$ cat config.mk
export PLATFORM = sky130hd
export DESIGN_NAME = dmip_wheel
export DESIGN_NICKNAME = d
export VERILOG_FILES = /design/src/rtl/dmip_pkg.sv /design/src/rtl/dmip_wheel.sv
export SDC_FILE = /design/constraint.sdc
export NUM_CORES = 2
export LEC_CHECK = 0
export BUFFER_PORTS_ARGS = -buffer_cell sky130_fd_sc_hd__buf_2
export CORE_MARGIN = 10
export CORE_UTILIZATION = 67
export DETAILED_ROUTE_END_ITERATION = 12
export PLACE_DENSITY_LB_ADDON = 0.1
export SETUP_SLACK_MARGIN = 0.2
export SLEW_MARGIN = 15
export SYNTH_ARGS = -nofsm -noshare
export SYNTH_HDL_FRONTEND = slang
export SYNTH_SLANG_ARGS = --single-unit
$ cat constraint.sdc
create_clock -name clk -period 12.1 [get_ports clk]
set_clock_uncertainty 0.2 [all_clocks]
set_input_delay 1.815 -clock clk [delete_from_list [all_inputs] [get_ports clk]]
set_output_delay 1.815 -clock clk [all_outputs]
set_load 0.005 [all_outputs]
$ cat src/rtl/dmip_pkg.sv
package dmip_pkg;

    localparam int GAIN_FRAC_BITS_DEF = 8;

    localparam int ROAD_W     = 3;
    localparam int FLAG_W     = 2;
    localparam int CERR_W     = 10;
    localparam int CNT_W      = 16;
    localparam int TGT_W      = 8;
    localparam int GAIN_W     = 16;
    localparam int DUTY_W     = 14;
    localparam int OVS_W      = 10;
    localparam int ERR_W      = 18;
    localparam int CFG_IDX_W  = 3;
    localparam int CFG_DATA_W = 16;

    typedef enum logic [CFG_IDX_W-1:0] {
        REG_ENABLE,
        REG_STRAIGHT_TARGET,
        REG_GAIN_P,
        REG_GAIN_I,
        REG_GAIN_D,
        REG_DUTY_LIMIT,
        REG_OVERSPEED_ERROR
    } cfg_index_t;

    localparam logic [ROAD_W-1:0] ROAD_STRAIGHT = 3'd1;
    localparam logic [ROAD_W-1:0] ROAD_GENTLE   = 3'd2;
    localparam logic [ROAD_W-1:0] ROAD_SHARP    = 3'd3;
    localparam logic [ROAD_W-1:0] ROAD_SPECIAL  = 3'd4;

    localparam logic [FLAG_W-1:0] FLAG_NONE        = 2'd0;
    localparam logic [FLAG_W-1:0] FLAG_EXIT_GENTLE = 2'd2;
    localparam logic [FLAG_W-1:0] FLAG_EXIT_SHARP  = 2'd3;

    // error size thresholds for target selection
    localparam logic [CERR_W-1:0] SMALL_ERROR = 10'd15;
    localparam logic [CERR_W-1:0] LARGE_ERROR = 10'd26;

    localparam logic [TGT_W-1:0] TGT_150 = 8'd150;
    localparam logic [TGT_W-1:0] TGT_130 = 8'd130;
    localparam logic [TGT_W-1:0] TGT_120 = 8'd120;
    localparam logic [TGT_W-1:0] TGT_112 = 8'd112;
    localparam logic [TGT_W-1:0] TGT_110 = 8'd110;
    localparam logic [TGT_W-1:0] TGT_95  = 8'd95;
    localparam logic [TGT_W-1:0] TGT_93  = 8'd93;
    localparam logic [TGT_W-1:0] TGT_90  = 8'd90;
    localparam logic [TGT_W-1:0] TGT_85  = 8'd85;
    localparam logic [TGT_W-1:0] TGT_80  = 8'd80;
    localparam logic [TGT_W-1:0] TGT_72  = 8'd72;
    localparam logic [TGT_W-1:0] TGT_70  = 8'd70;
    localparam logic [TGT_W-1:0] TGT_60  = 8'd60;
    localparam logic [TGT_W-1:0] TGT_50  = 8'd50;

    localparam logic [TGT_W-1:0]  RST_TARGET   = 8'd100;
    localparam logic [DUTY_W-1:0] RST_SPEED    = 14'd4100;
    localparam logic [GAIN_W-1:0] RST_GAIN_P   = 16'd10240;
    localparam logic [GAIN_W-1:0] RST_GAIN_I   = 16'd1741;
    localparam logic [GAIN_W-1:0] RST_GAIN_D   = 16'd973;
    localparam logic [DUTY_W-1:0] RST_LIMIT    = 14'd8000;
    localparam logic [OVS_W-1:0]  RST_OVERSPD  = 10'd12;

    typedef struct packed {
        logic              enable;
        logic [TGT_W-1:0]  straight_target;
        logic [GAIN_W-1:0] gain_p;
        logic [GAIN_W-1:0] gain_i;
        logic [GAIN_W-1:0] gain_d;
        logic [DUTY_W-1:0] duty_limit;
        logic [OVS_W-1:0]  overspeed_error;
    } cfg_t;

    typedef struct packed {
        logic load_front;
        logic load_back;
    } wheel_ctrl_t;

endpackage

$ cat src/rtl/dmip_wheel.sv
module dmip_wheel #(
    parameter int GAIN_FRAC_BITS = dmip_pkg::GAIN_FRAC_BITS_DEF
) (
    input  logic                         clk,
    input  logic                         rst_n,
    input  dmip_pkg::wheel_ctrl_t        ctrl,
    input  dmip_pkg::cfg_t               cfg,
    input  logic [dmip_pkg::TGT_W-1:0]   target,
    input  logic [dmip_pkg::CNT_W-1:0]   count,
    output logic [dmip_pkg::DUTY_W-1:0]  duty
);
    import dmip_pkg::*;

    localparam int D1_W     = ERR_W + 1;
    localparam int D2_W     = ERR_W + 3;
    localparam int PROD_P_W = GAIN_W + 1 + D1_W;
    localparam int PROD_I_W = GAIN_W + 1 + ERR_W;
    localparam int PROD_D_W = GAIN_W + 1 + D2_W;
    localparam int BASE_W   = DUTY_W + GAIN_FRAC_BITS + 1;
    localparam int SUM_W    = (BASE_W > PROD_D_W) ? BASE_W + 2 : PROD_D_W + 2;
    localparam int Q_W      = SUM_W - GAIN_FRAC_BITS;

    logic signed [ERR_W-1:0]    e0;
    logic signed [ERR_W-1:0]    e1_reg;
    logic signed [ERR_W-1:0]    e2_reg;
    logic signed [D1_W-1:0]     d1;
    logic signed [D2_W-1:0]     d2;
    logic                       over;

    logic signed [PROD_P_W-1:0] prod_p_reg;
    logic signed [PROD_I_W-1:0] prod_i_reg;
    logic signed [PROD_D_W-1:0] prod_d_reg;
    logic                       over_reg;
    logic [DUTY_W-1:0]          speed_reg;

    logic signed [SUM_W-1:0]    base;
    logic signed [SUM_W-1:0]    sum;
    logic [Q_W-1:0]             quot;

    // error is exact in 18 bits for an 8-bit target and a 16-bit count
    assign e0 = $signed({{(ERR_W-TGT_W){1'b0}}, target} - {{(ERR_W-CNT_W){1'b0}}, count});

    assign d1 = D1_W'(e0) - D1_W'(e1_reg);
    assign d2 = D2_W'(e0) - (D2_W'(e1_reg) <<< 1) + D2_W'(e2_reg);

    assign over = e0 >= $signed({{(ERR_W-OVS_W){1'b0}}, cfg.overspeed_error});

    // e0 becomes the newest history entry as the products are taken
    always_ff @(posedge clk or negedge rst_n)
    begin
        if (!rst_n)
        begin
            e1_reg <= '0;
            e2_reg <= '0;
        end
        else if (ctrl.load_front)
        begin
            e1_reg <= e0;
            e2_reg <= e1_reg;
        end
    end

    always_ff @(posedge clk)
    begin
        if (ctrl.load_front)
        begin
            prod_p_reg <= $signed({1'b0, cfg.gain_p}) * d1;
            prod_i_reg <= $signed({1'b0, cfg.gain_i}) * e0;
            prod_d_reg <= $signed({1'b0, cfg.gain_d}) * d2;
            over_reg   <= over;
        end
    end

    assign base = $signed(SUM_W'({speed_reg, {GAIN_FRAC_BITS{1'b0}}}));
    assign sum  = base + SUM_W'(prod_p_reg) + SUM_W'(prod_i_reg) + SUM_W'(prod_d_reg);
    assign quot = sum[SUM_W-1:GAIN_FRAC_BITS];

    always_comb
    begin
        if (over_reg)
        begin
            duty = cfg.duty_limit;
        end
        else if (sum <= 0)
        begin
            duty = '0;
        end
        else if (quot > Q_W'(cfg.duty_limit))
        begin
            duty = cfg.duty_limit;
        end
        else
        begin
            duty = quot[DUTY_W-1:0];
        end
    end

    always_ff @(posedge clk or negedge rst_n)
    begin
        if (!rst_n)
        begin
            speed_reg <= RST_SPEED;
        end
        else if (ctrl.load_back)
        begin
            speed_reg <= duty;
        end
    end

endmodule

==> metrics.csv <==
stage;metric;value;unit
run_status;status;completed;
hold_path;hold_path.class;reg2reg;
setup_path;path_max_fanout;5;
synthesis;synth_top_area_cell;fa_1;
placed_design;port-buffer-count;113;
placed_design;placed_cell_area;47100;µm²
timing;post-route-period-util;94.9;%
setup_path;crit_type;in2reg;
floorplanning;die_w;277;µm
global_routing;grt_use_total;29.7;%
clocking;clkTransAtPathRegs;70;ps
floorplanning;dieArea;76600;µm²
synthesis;synth_flop_cell;edfxtp_1;
global_routing;grt_pass1_vias;35245;
timing;rsz0062_at_grt;no;
global_routing;grt_overflow_total;0;
clocking;htreeDepth;4;
setup_path;critical-path-max-stage-delay;570;ps
synthesis;synthArstFlopShare;31.0;%
detailed_routing;drt-initial-drc-count;2226;
setup_path;rrSetupSlack;2560;ps
timing;setup_violations;0;
synthesis;synth_area;44100;µm²
detailed_routing;wl_met2;53200;µm
timing;hold_viol_final;0;
final_layout;largest_reg_flops;37;
detailed_routing;met3RoutedLength;8440;µm
detailed_routing;antenna_left;0;
floorplanning;initial_utilization;67.4;%
floorplanning;rows;94;
synthesis;synth_fp_nets;6215;
synthesis;syn_inst;4778;
floorplanning;core_area;65500;µm²
floorplanning;die_y;277;µm
setup_path;cp-start-kind;input port;
setup_path;end_kind;flop;
global_routing;grt_max_degree;83;
final_layout;area_growth;8.63;%
setup_path;cp_slowest_cell;fa_1;
placed_design;gp_congestion;0.973;
global_routing;grt_pass1_wl;183000;µm
synthesis;synth_edf_count;107;
clocking;clk_latency;460;ps
synthesis;avgSynthCellArea;9.24;µm²
timing;finalMaxSlewViolations;0;
clocking;cts.sinks;155;
clocking;cts_tree;yes;
final_layout;diodes;0;
synthesis;seq_area_frac_synth;10.0;%
timing;fmaxAchievable;0.0871;GHz
timing;fin_crit;11480;ps
setup_path;cp.arrival;11470;ps
final_layout;finalInstanceArea;48000;µm²
synthesis;synth_seq_cells;155;
timing;relSlewSlack;29.7;%
floorplanning;pin_count;123;
setup_path;required;12100;ps
clocking;ctsHoldBuffers;0;
final_layout;fin_nets;6408;
detailed_routing;top_layer;met4;
timing;hold_ws;311;ps
placed_design;hpwl;91900;µm
detailed_routing;drtPass1Iterations;7;
synthesis;ys_warn_count;0;
timing;worst_pin_slew;1050;ps
synthesis;synthDistinctLibCells;85;
detailed_routing;wire_per_inst;18.9;µm
detailed_routing;vias;33145;
detailed_routing;via_per_inst;5.67;
clocking;cts_buffers;17;
detailed_routing;drc;0;
clocking;cts_buffer_depth;2;
setup_path;worst_path_most_repeated_cell;fa_1;
flow_run;max_cap_violations;0;
synthesis;netlist_top_cells_count;inv_1 (1073), fa_1 (888), nand2_1 (569);
synthesis;yosysTopAreaCellShare;40.3;%
global_routing;antenna_found_initial;2;
synthesis;yosys-top-cells-area;fa_1 (40%), ha_1 (12%), inv_1 (9.1%);
detailed_routing;wl;111000;µm
clocking;cts-root-buf;clkbuf_16;
synthesis;yosysMostFrequentCell;inv_1;
final_layout;layout-drive-gt1-share;9.37;%
detailed_routing;met1_length;45500;µm
## routing by layer
metal,vias to the layer above,track usage (%)
met1,16679,39.7
met4,0,9.14
met5,-,0
li1,15087,-
met3,200,5.23
met2,1179,49.0
## path summary, 6_finish.rpt
kind | startpoint | depth (start not counted) | endpoint
min in group asynchronous | rst_n | 2 | speed_reg[10]
hold / removal | e1_reg[8] | 1 | e2_reg[8]
max in group asynchronous | rst_n | 2 | e2_reg[10]
setup / recovery | target[0] | 42 | prod_d_reg[34]
setup reg to reg | e1_reg[0] | 36 | prod_p_reg[33]
hold reg to reg | e1_reg[8] | 1 | e2_reg[8]
## metrics by stage
| step | utilization (%) | TNS, ps | instances | setup WS (ps) |
|---|---|---|---|---|
| floorplan | - | 0 | 4778 | 209 |
| CTS | 72.9 | 0 | 5847 | 210 |
| global placement | 71.9 | -1140 | 5814 | -302 |
| finish | 73.2 | 0 | 5848 | 621 |
| global route | 73.2 | 0 | 5848 | 115 |
| detailed placement | 71.9 | -1690 | 5814 | -397 |
## cell families after synthesis
family / count (synthesis) / share of synthesized area (%)
compound gates: 527 / 7.74
xor+xnor: 162 / 3.21
fa+ha+maj: 1328 / 52.7
buf+inv: 1243 / 10.6
flops: 155 / 10.0
mux: 28 / 0.694
simple gates: 1335 / 15.0
## repair_timing
action | CTS | global route
gates resized for setup | 2 | 41
setup buffers | 1 | 1
setup endpoints to repair | 3 | 20
pin swaps | 1 | 10
## cells in the final DEF, fill, tap and decap left out, drive strengths merged, types with 6 or more instances in the layout
cell,instances
inv,1080
fa,888
nand2,569
ha,440
buf,343
and2,325
a21oi,141
xnor2,130
o21ai,129
nor2,115
edfxtp,107
nor2b,81
a21o,59
nand2b,51
nand3,49
dfrtp,46
and3,37
nor3,36
xor2,32
o21a,27
a31oi,22
mux2,21
o21bai,20
nand4,19
a211oi,18
clkbuf,17
o211ai,16
or3,16
a2bb2oi,10
or2,9
clkinv,9
nor4,8
a21boi,8
or4,8
a211o,7
mux2i,7
a22oi,6
## layout make-up
class | instances | area, µm²
Clock buffer | 17 | 425
Clock inverter | 15 | 189
Fill cell | 4980 | 17600
Timing Repair Buffer | 343 | 2490
Multi-Input combinational cell | 3380 | 35300
Tap cell | 864 | 1080
Sequential cell | 155 | 4420
Inverter | 1074 | 4030
## worst max-delay path, delay by kind of cell
kind,cells,cell delay [ps]
AOI/OAI and AO/OA,15,2830
xor gates and xnor gates,1,170
adders and majority gates,11,4740
buffers and inverters,7,820
and+or+nand+nor,8,1070
Power is left out: the tool's default activity adds up to more than one toggle a clock period on the data nets, which glitch-free logic cannot reach.
