--- config.mk ---
export PLATFORM = sky130hd
export DESIGN_NAME = dmip_target
export DESIGN_NICKNAME = d
export VERILOG_FILES = /design/src/rtl/dmip_pkg.sv /design/src/rtl/dmip_target.sv
export SDC_FILE = /design/constraint.sdc
export NUM_CORES = 1
export LEC_CHECK = 0
export BUFFER_PORTS_ARGS = -buffer_cell sky130_fd_sc_hd__buf_4
export CORE_MARGIN = 2
export CORE_UTILIZATION = 45
export DETAILED_ROUTE_END_ITERATION = 16
export GPL_TIMING_DRIVEN = 1
export PLACE_DENSITY = 0.77
export SYNTH_ARGS = -nofsm -noshare
export SYNTH_HDL_FRONTEND = slang
export SYNTH_SLANG_ARGS = --single-unit
--- constraint.sdc ---
create_clock -name vclk -period 3.7
set_input_delay 0.555 -clock vclk [all_inputs]
set_output_delay 0.555 -clock vclk [all_outputs]
set_load 0.05 [all_outputs]
--- src/rtl/dmip_pkg.sv ---
package dmip_pkg;

    localparam int GAIN_FRAC_BITS_DEF = 8;

    localparam int ROAD_W     = 3;
    localparam int FLAG_W     = 2;
    localparam int CERR_W     = 10;
    localparam int CNT_W      = 16;
    localparam int TGT_W      = 8;
    localparam int GAIN_W     = 16;
    localparam int DUTY_W     = 14;
    localparam int OVS_W      = 10;
    localparam int ERR_W      = 18;
    localparam int CFG_IDX_W  = 3;
    localparam int CFG_DATA_W = 16;

    typedef enum logic [CFG_IDX_W-1:0] {
        REG_ENABLE,
        REG_STRAIGHT_TARGET,
        REG_GAIN_P,
        REG_GAIN_I,
        REG_GAIN_D,
        REG_DUTY_LIMIT,
        REG_OVERSPEED_ERROR
    } cfg_index_t;

    localparam logic [ROAD_W-1:0] ROAD_STRAIGHT = 3'd1;
    localparam logic [ROAD_W-1:0] ROAD_GENTLE   = 3'd2;
    localparam logic [ROAD_W-1:0] ROAD_SHARP    = 3'd3;
    localparam logic [ROAD_W-1:0] ROAD_SPECIAL  = 3'd4;

    localparam logic [FLAG_W-1:0] FLAG_NONE        = 2'd0;
    localparam logic [FLAG_W-1:0] FLAG_EXIT_GENTLE = 2'd2;
    localparam logic [FLAG_W-1:0] FLAG_EXIT_SHARP  = 2'd3;

    // error size thresholds for target selection
    localparam logic [CERR_W-1:0] SMALL_ERROR = 10'd15;
    localparam logic [CERR_W-1:0] LARGE_ERROR = 10'd26;

    localparam logic [TGT_W-1:0] TGT_150 = 8'd150;
    localparam logic [TGT_W-1:0] TGT_130 = 8'd130;
    localparam logic [TGT_W-1:0] TGT_120 = 8'd120;
    localparam logic [TGT_W-1:0] TGT_112 = 8'd112;
    localparam logic [TGT_W-1:0] TGT_110 = 8'd110;
    localparam logic [TGT_W-1:0] TGT_95  = 8'd95;
    localparam logic [TGT_W-1:0] TGT_93  = 8'd93;
    localparam logic [TGT_W-1:0] TGT_90  = 8'd90;
    localparam logic [TGT_W-1:0] TGT_85  = 8'd85;
    localparam logic [TGT_W-1:0] TGT_80  = 8'd80;
    localparam logic [TGT_W-1:0] TGT_72  = 8'd72;
    localparam logic [TGT_W-1:0] TGT_70  = 8'd70;
    localparam logic [TGT_W-1:0] TGT_60  = 8'd60;
    localparam logic [TGT_W-1:0] TGT_50  = 8'd50;

    localparam logic [TGT_W-1:0]  RST_TARGET   = 8'd100;
    localparam logic [DUTY_W-1:0] RST_SPEED    = 14'd4100;
    localparam logic [GAIN_W-1:0] RST_GAIN_P   = 16'd10240;
    localparam logic [GAIN_W-1:0] RST_GAIN_I   = 16'd1741;
    localparam logic [GAIN_W-1:0] RST_GAIN_D   = 16'd973;
    localparam logic [DUTY_W-1:0] RST_LIMIT    = 14'd8000;
    localparam logic [OVS_W-1:0]  RST_OVERSPD  = 10'd12;

    typedef struct packed {
        logic              enable;
        logic [TGT_W-1:0]  straight_target;
        logic [GAIN_W-1:0] gain_p;
        logic [GAIN_W-1:0] gain_i;
        logic [GAIN_W-1:0] gain_d;
        logic [DUTY_W-1:0] duty_limit;
        logic [OVS_W-1:0]  overspeed_error;
    } cfg_t;

    typedef struct packed {
        logic load_front;
        logic load_back;
    } wheel_ctrl_t;

endpackage

--- src/rtl/dmip_target.sv ---
module dmip_target (
    input  logic [dmip_pkg::ROAD_W-1:0]        road,
    input  logic [dmip_pkg::FLAG_W-1:0]        flag,
    input  logic signed [dmip_pkg::CERR_W-1:0] err_c,
    input  logic signed [dmip_pkg::CERR_W-1:0] err_p1,
    input  logic signed [dmip_pkg::CERR_W-1:0] err_p2,
    input  logic signed [dmip_pkg::CERR_W-1:0] err_p3,
    input  logic [dmip_pkg::TGT_W-1:0]         straight_target,
    input  logic [dmip_pkg::TGT_W-1:0]         left_prev,
    input  logic [dmip_pkg::TGT_W-1:0]         right_prev,
    output logic [dmip_pkg::TGT_W-1:0]         left_tgt,
    output logic [dmip_pkg::TGT_W-1:0]         right_tgt,
    output logic [dmip_pkg::ROAD_W-1:0]        road_out,
    output logic [dmip_pkg::FLAG_W-1:0]        flag_out
);
    import dmip_pkg::*;

    logic [CERR_W-1:0]        a0;
    logic [CERR_W-1:0]        a1;
    logic [CERR_W-1:0]        a2;
    logic [CERR_W-1:0]        ac;
    logic signed [CERR_W:0]   a0_s;
    logic signed [CERR_W:0]   c_s;
    logic                     pos;
    logic                     small_err;
    logic                     large_err;
    logic                     trend_down;
    logic                     trend_up;

    // magnitude of -512 wraps to 512 as unsigned
    assign a0 = err_p1[CERR_W-1] ? CERR_W'(-err_p1) : CERR_W'(err_p1);
    assign a1 = err_p2[CERR_W-1] ? CERR_W'(-err_p2) : CERR_W'(err_p2);
    assign a2 = err_p3[CERR_W-1] ? CERR_W'(-err_p3) : CERR_W'(err_p3);
    assign ac = err_c[CERR_W-1]  ? CERR_W'(-err_c)  : CERR_W'(err_c);

    assign a0_s = $signed({1'b0, a0});
    assign c_s  = (CERR_W+1)'(err_c);

    assign pos       = !err_c[CERR_W-1] && (err_c != '0);
    assign small_err = ac <= SMALL_ERROR;
    assign large_err = ac >= LARGE_ERROR;

    // center error is compared with its sign
    assign trend_down = (a2 >= a1) && (a1 >= a0) && (a0_s >= c_s);
    assign trend_up   = (a2 <= a1) && (a1 <= a0) && (a0_s <= c_s);

    always_comb
    begin
        left_tgt  = left_prev;
        right_tgt = right_prev;
        road_out  = road;
        flag_out  = flag;
        case (road)
            ROAD_STRAIGHT:
            begin
                left_tgt  = straight_target;
                right_tgt = straight_target;
                if (trend_up)
                begin
                    road_out = ROAD_GENTLE;
                    flag_out = FLAG_NONE;
                end
                else if (trend_down)
                begin
                    road_out = ROAD_GENTLE;
                    flag_out = FLAG_EXIT_GENTLE;
                end
            end
            ROAD_GENTLE:
            begin
                if (flag == FLAG_EXIT_GENTLE)
                begin
                    if (pos)
                    begin
                        left_tgt  = small_err ? TGT_95 : TGT_150;
                        right_tgt = small_err ? TGT_50 : TGT_90;
                    end
                    else
                    begin
                        left_tgt  = small_err ? TGT_50 : TGT_85;
                        right_tgt = small_err ? TGT_93 : TGT_150;
                    end
                end
                else
                begin
                    left_tgt  = pos ? TGT_120 : TGT_80;
                    right_tgt = pos ? TGT_80 : TGT_120;
                end
            end
            ROAD_SHARP:
            begin
                if (flag == FLAG_EXIT_SHARP)
                begin
                    if (pos)
                    begin
                        left_tgt  = large_err ? TGT_112 : TGT_130;
                        right_tgt = large_err ? TGT_72 : TGT_85;
                    end
                    else
                    begin
                        left_tgt  = large_err ? TGT_72 : TGT_85;
                        right_tgt = large_err ? TGT_112 : TGT_130;
                    end
                end
                else
                begin
                    if (pos)
                    begin
                        left_tgt  = large_err ? TGT_110 : TGT_120;
                        right_tgt = large_err ? TGT_60 : TGT_70;
                    end
                    else
                    begin
                        left_tgt  = TGT_70;
                        right_tgt = large_err ? TGT_110 : TGT_120;
                    end
                end
            end
            ROAD_SPECIAL:
            begin
                left_tgt  = pos ? TGT_90 : TGT_50;
                right_tgt = pos ? TGT_50 : TGT_90;
            end
            default:
            begin
                left_tgt  = left_prev;
                right_tgt = right_prev;
            end
        endcase
    end

endmodule

==> qor_table.md <==
| Parameter | Reported | Unit |
|:---|:---|:---|
| Run status | complete, but fails checks | - |
| Violations in the final reports | negative setup slack | - |
| Areal power density over the cells | 162.1 | nW/um^2 |
| Flop pwr share | 0 | - |
| Net count reported at finish | 624 | - |
| Cell area after synthesis | 2552 | sq um |
| Antenna diodes | 0 | - |
| Via-to-Cell Ratio | 5.700 | - |
| Reg area | 0 | sq um |
| Number of instances in the synthesized netlist | 383 | - |
| Hold Crit Depth | 3 | - |
| Post-route setup TNS | -1.206 | ns |
| CP Max Fanout | 4 | - |
| Number of antenna violations at the first check in global routing | 0 | - |
| Global-route usage over all layers | 0.2569 | - |
| Initial detailed-routing violation count | 115 | - |
| Global-route wire length before repair | 13480 | um |
| Layout Cell Area excl Fill | 3900 | sq um |
| HPWL after DPL | 6962 | um |
| Design internal power | 273.6 | uW |
| Final estimated routing congestion in global placement | 0.9530 | - |
| Pin count of the biggest net entering global routing | 21 | - |
| Pre-Repair DR Iteration Count | 4 | - |
| Placeable core region | 5507 | sq um |
| Boundary pin count | 90 | - |
| Final routed wire length divided by cell count | 14.64 | um |
| Number of violations of the max-capacitance limit | 0 | - |
| Period utilisation layout | 1.085 | - |
| Pins Over Slew Limit | 0 | - |
| Number of failing setup endpoints in the final timing report | 4 | - |
| Warnings, synthesis | 0 | - |
| Die X-Extent | 79.32 | um |
| Post-DP Area | 3661 | sq um |
| Type of the setup path with the least slack | in -> out | - |
| Average footprint of a synthesized cell | 6.664 | sq um |
| Post-detailed-route DRC marker count | 0 | - |
| Synthesized netlist net count | 500 | - |
| Seq cells | 0 | - |
| Static leakage | 0.001872 | uW |
| Number of filler instances in the final layout | 470 | - |
| Final hold violation count | 0 | - |
| Die extent in y | 79.32 | um |
| Clk pwr share | 0 | - |
| Switching share of power | 0.5672 | - |
| Port-buffer cells | 90 | - |
| Least-Margin Pin Slew | 0.9749 | ns |
| Starting utilization of the core area | 0.4635 | - |
| Pre-CTS setup slack | -0.3755 | ns |
| Share of the yosys chip area belonging to registers | 0 | - |
| Largest cells by area after synthesis | sky130_fd_sc_hd__ha_1 (24%), sky130_fd_sc_hd__nand2_1 (6.2%), sky130_fd_sc_hd__inv_1 (6.0%) | - |
| Crit path time final | 4.013 | ns |
| Category of the worst setup path capture point | output pin | - |
| Maximum frequency from static timing analysis | 0.2492 | GHz |
| Fraction of final layout cells sized beyond drive strength 1 | 0.3723 | - |
| Remaining Overflow, GRT | 0 | - |
| Vias post-DR | 3289 | - |
| Min-Delay Path Class | in -> out | - |
| Min setup slack post-route | -0.3127 | ns |
| Layout overhead on the synthesized area | 52.79 | % |
| Largest area contributor in the synthesized netlist | sky130_fd_sc_hd__ha_1 | - |
| Signal arrival time at the worst endpoint | 3.46 | ns |
| Count of different cell masters after synthesis | 64 | - |
| Vias in the first global route | 3157 | - |
| Logic pwr share | 1.000 | - |
| Row cnt | 27 | - |
| Worst endpoint required time | 3.14 | ns |
| Total net switching power | 358.6 | uW |
| Share of Yosys cell area claimed by the top area cell type | 0.2353 | - |
| Number of clock buffers in the layout | 0 | - |
| Unrepaired setup endpoints after global routing | true | - |
| Slew headroom | 0.3454 | - |
| Kind of start point of the critical path | input port | - |
| Antenna-violating nets left | 0 | - |
| Worst vdd rail ir drop | 101.3 | uV |
| Multi-input gate area in the final layout | 2592 | sq um |
| WL final | 8447 | um |
| Die Footprint | 6291 | sq um |
stage by stage:
step	total power [uW]	util	hold slack [ns]	instances
final	632.2	0.7082	1.492	577
after floorplan	374.9	-	1.295	383
after global routing	688.6	0.7082	1.510	577
after global placement	574.3	0.6648	1.490	573
after detailed placement	591.6	0.6648	1.496	573
after CTS	611.4	0.6894	1.497	576
cells by family after synthesis:
logic type | after synthesis | synth area share
xor+xnor | 25 | 0.08578
mux | 3 | 0.01177
fa+ha+maj | 48 | 0.2353
simple gates | 135 | 0.2647
compound gates | 116 | 0.3123
buf+inv | 56 | 0.09020
worst max-delay path, cell delays in order:
cell and delay (ns):
sky130_fd_sc_hd__buf_8 0.10, sky130_fd_sc_hd__nor3_2 0.15, sky130_fd_sc_hd__nand2_1 0.09, sky130_fd_sc_hd__or3_4 0.34, sky130_fd_sc_hd__or4b_4 0.53, sky130_fd_sc_hd__ha_4 0.31, sky130_fd_sc_hd__nand4_1 0.15, sky130_fd_sc_hd__nor2_2 0.16
sky130_fd_sc_hd__nand3_1 0.09, sky130_fd_sc_hd__a221o_1 0.33, sky130_fd_sc_hd__a311oi_4 0.28, sky130_fd_sc_hd__buf_6 0.17, sky130_fd_sc_hd__nor3_4 0.04, sky130_fd_sc_hd__buf_6 0.15
final cells by class:
cell class                      instances  area share
Tap cell                               72     0.02310
Multi-Input combinational cell        327      0.6647
Inverter                               43     0.04267
Timing Repair Buffer                  135      0.2695
cells in the mapped netlist (4+ instances only):
library cell	number
sky130_fd_sc_hd__or3_1	4
sky130_fd_sc_hd__xnor2_1	17
sky130_fd_sc_hd__o31ai_1	8
sky130_fd_sc_hd__xor2_1	8
sky130_fd_sc_hd__nand3_1	8
sky130_fd_sc_hd__nand2_1	42
sky130_fd_sc_hd__buf_4	4
sky130_fd_sc_hd__nor3_1	8
sky130_fd_sc_hd__o211ai_1	7
sky130_fd_sc_hd__a21oi_1	27
sky130_fd_sc_hd__ha_1	48
sky130_fd_sc_hd__nand4_1	6
sky130_fd_sc_hd__a211oi_1	4
sky130_fd_sc_hd__nor2_1	29
sky130_fd_sc_hd__nor2b_1	6
sky130_fd_sc_hd__o21ai_0	23
sky130_fd_sc_hd__nand2b_1	8
sky130_fd_sc_hd__a31oi_1	5
sky130_fd_sc_hd__a21o_1	4
sky130_fd_sc_hd__inv_1	41
sky130_fd_sc_hd__and2_1	4
sky130_fd_sc_hd__clkbuf_1	9
final timing paths:
| kind | to | slack [ns] | startpoint |
|---|---|---|---|
| min | left_tgt[0] | 1.49 | left_prev[0] |
| max | road_out[0] | -0.31 | err_p2[1] |
what timing repair did:
item | in CTS | in global routing
gates resized for setup | 25 | 19
endpoints found under the setup margin | 4 | 10
buffers inserted | 3 | 1
pin swaps | 3 | 8
hold buffers | 0 | 0
power by group through the flow:
stage | registers (uW) | logic, uW | clock network (uW)
detailed placement | 0 | 592 | 0
finish | 0 | 632 | 0
floorplan | 0 | 375 | 0
global placement | 0 | 574 | 0
CTS | 0 | 611 | 0
global route | 0 | 689 | 0
cell usage in the layout (no fill, tap or decap), types with 4 or more instances in the layout:
cell,instances
sky130_fd_sc_hd__xor2_1,8
sky130_fd_sc_hd__nand2b_1,8
sky130_fd_sc_hd__nand3_1,8
sky130_fd_sc_hd__a21oi_1,24
sky130_fd_sc_hd__inv_2,4
sky130_fd_sc_hd__a21o_1,4
sky130_fd_sc_hd__nand4_1,6
sky130_fd_sc_hd__buf_6,4
sky130_fd_sc_hd__a31oi_1,4
sky130_fd_sc_hd__nand2_1,42
sky130_fd_sc_hd__nor2b_1,6
sky130_fd_sc_hd__xnor2_1,17
sky130_fd_sc_hd__nor3_1,5
sky130_fd_sc_hd__o211ai_1,7
sky130_fd_sc_hd__inv_1,38
sky130_fd_sc_hd__ha_1,43
sky130_fd_sc_hd__buf_4,128
sky130_fd_sc_hd__nor2_2,4
sky130_fd_sc_hd__o21ai_0,19
sky130_fd_sc_hd__ha_4,4
sky130_fd_sc_hd__nor2_1,27
sky130_fd_sc_hd__or3_4,5
sky130_fd_sc_hd__o31ai_1,6
per-layer routing:
metal | vias to the layer above | track usage | wire, um
li1 | 1645 | - | -
met1 | 1499 | 0.2818 | 3348
met2 | 127 | 0.5220 | 4401
met3 | 18 | 0.01705 | 504
met4 | 0 | 0.06724 | 193
met5 | - | 0 | 0
Power figures use the tool's default switching activity.
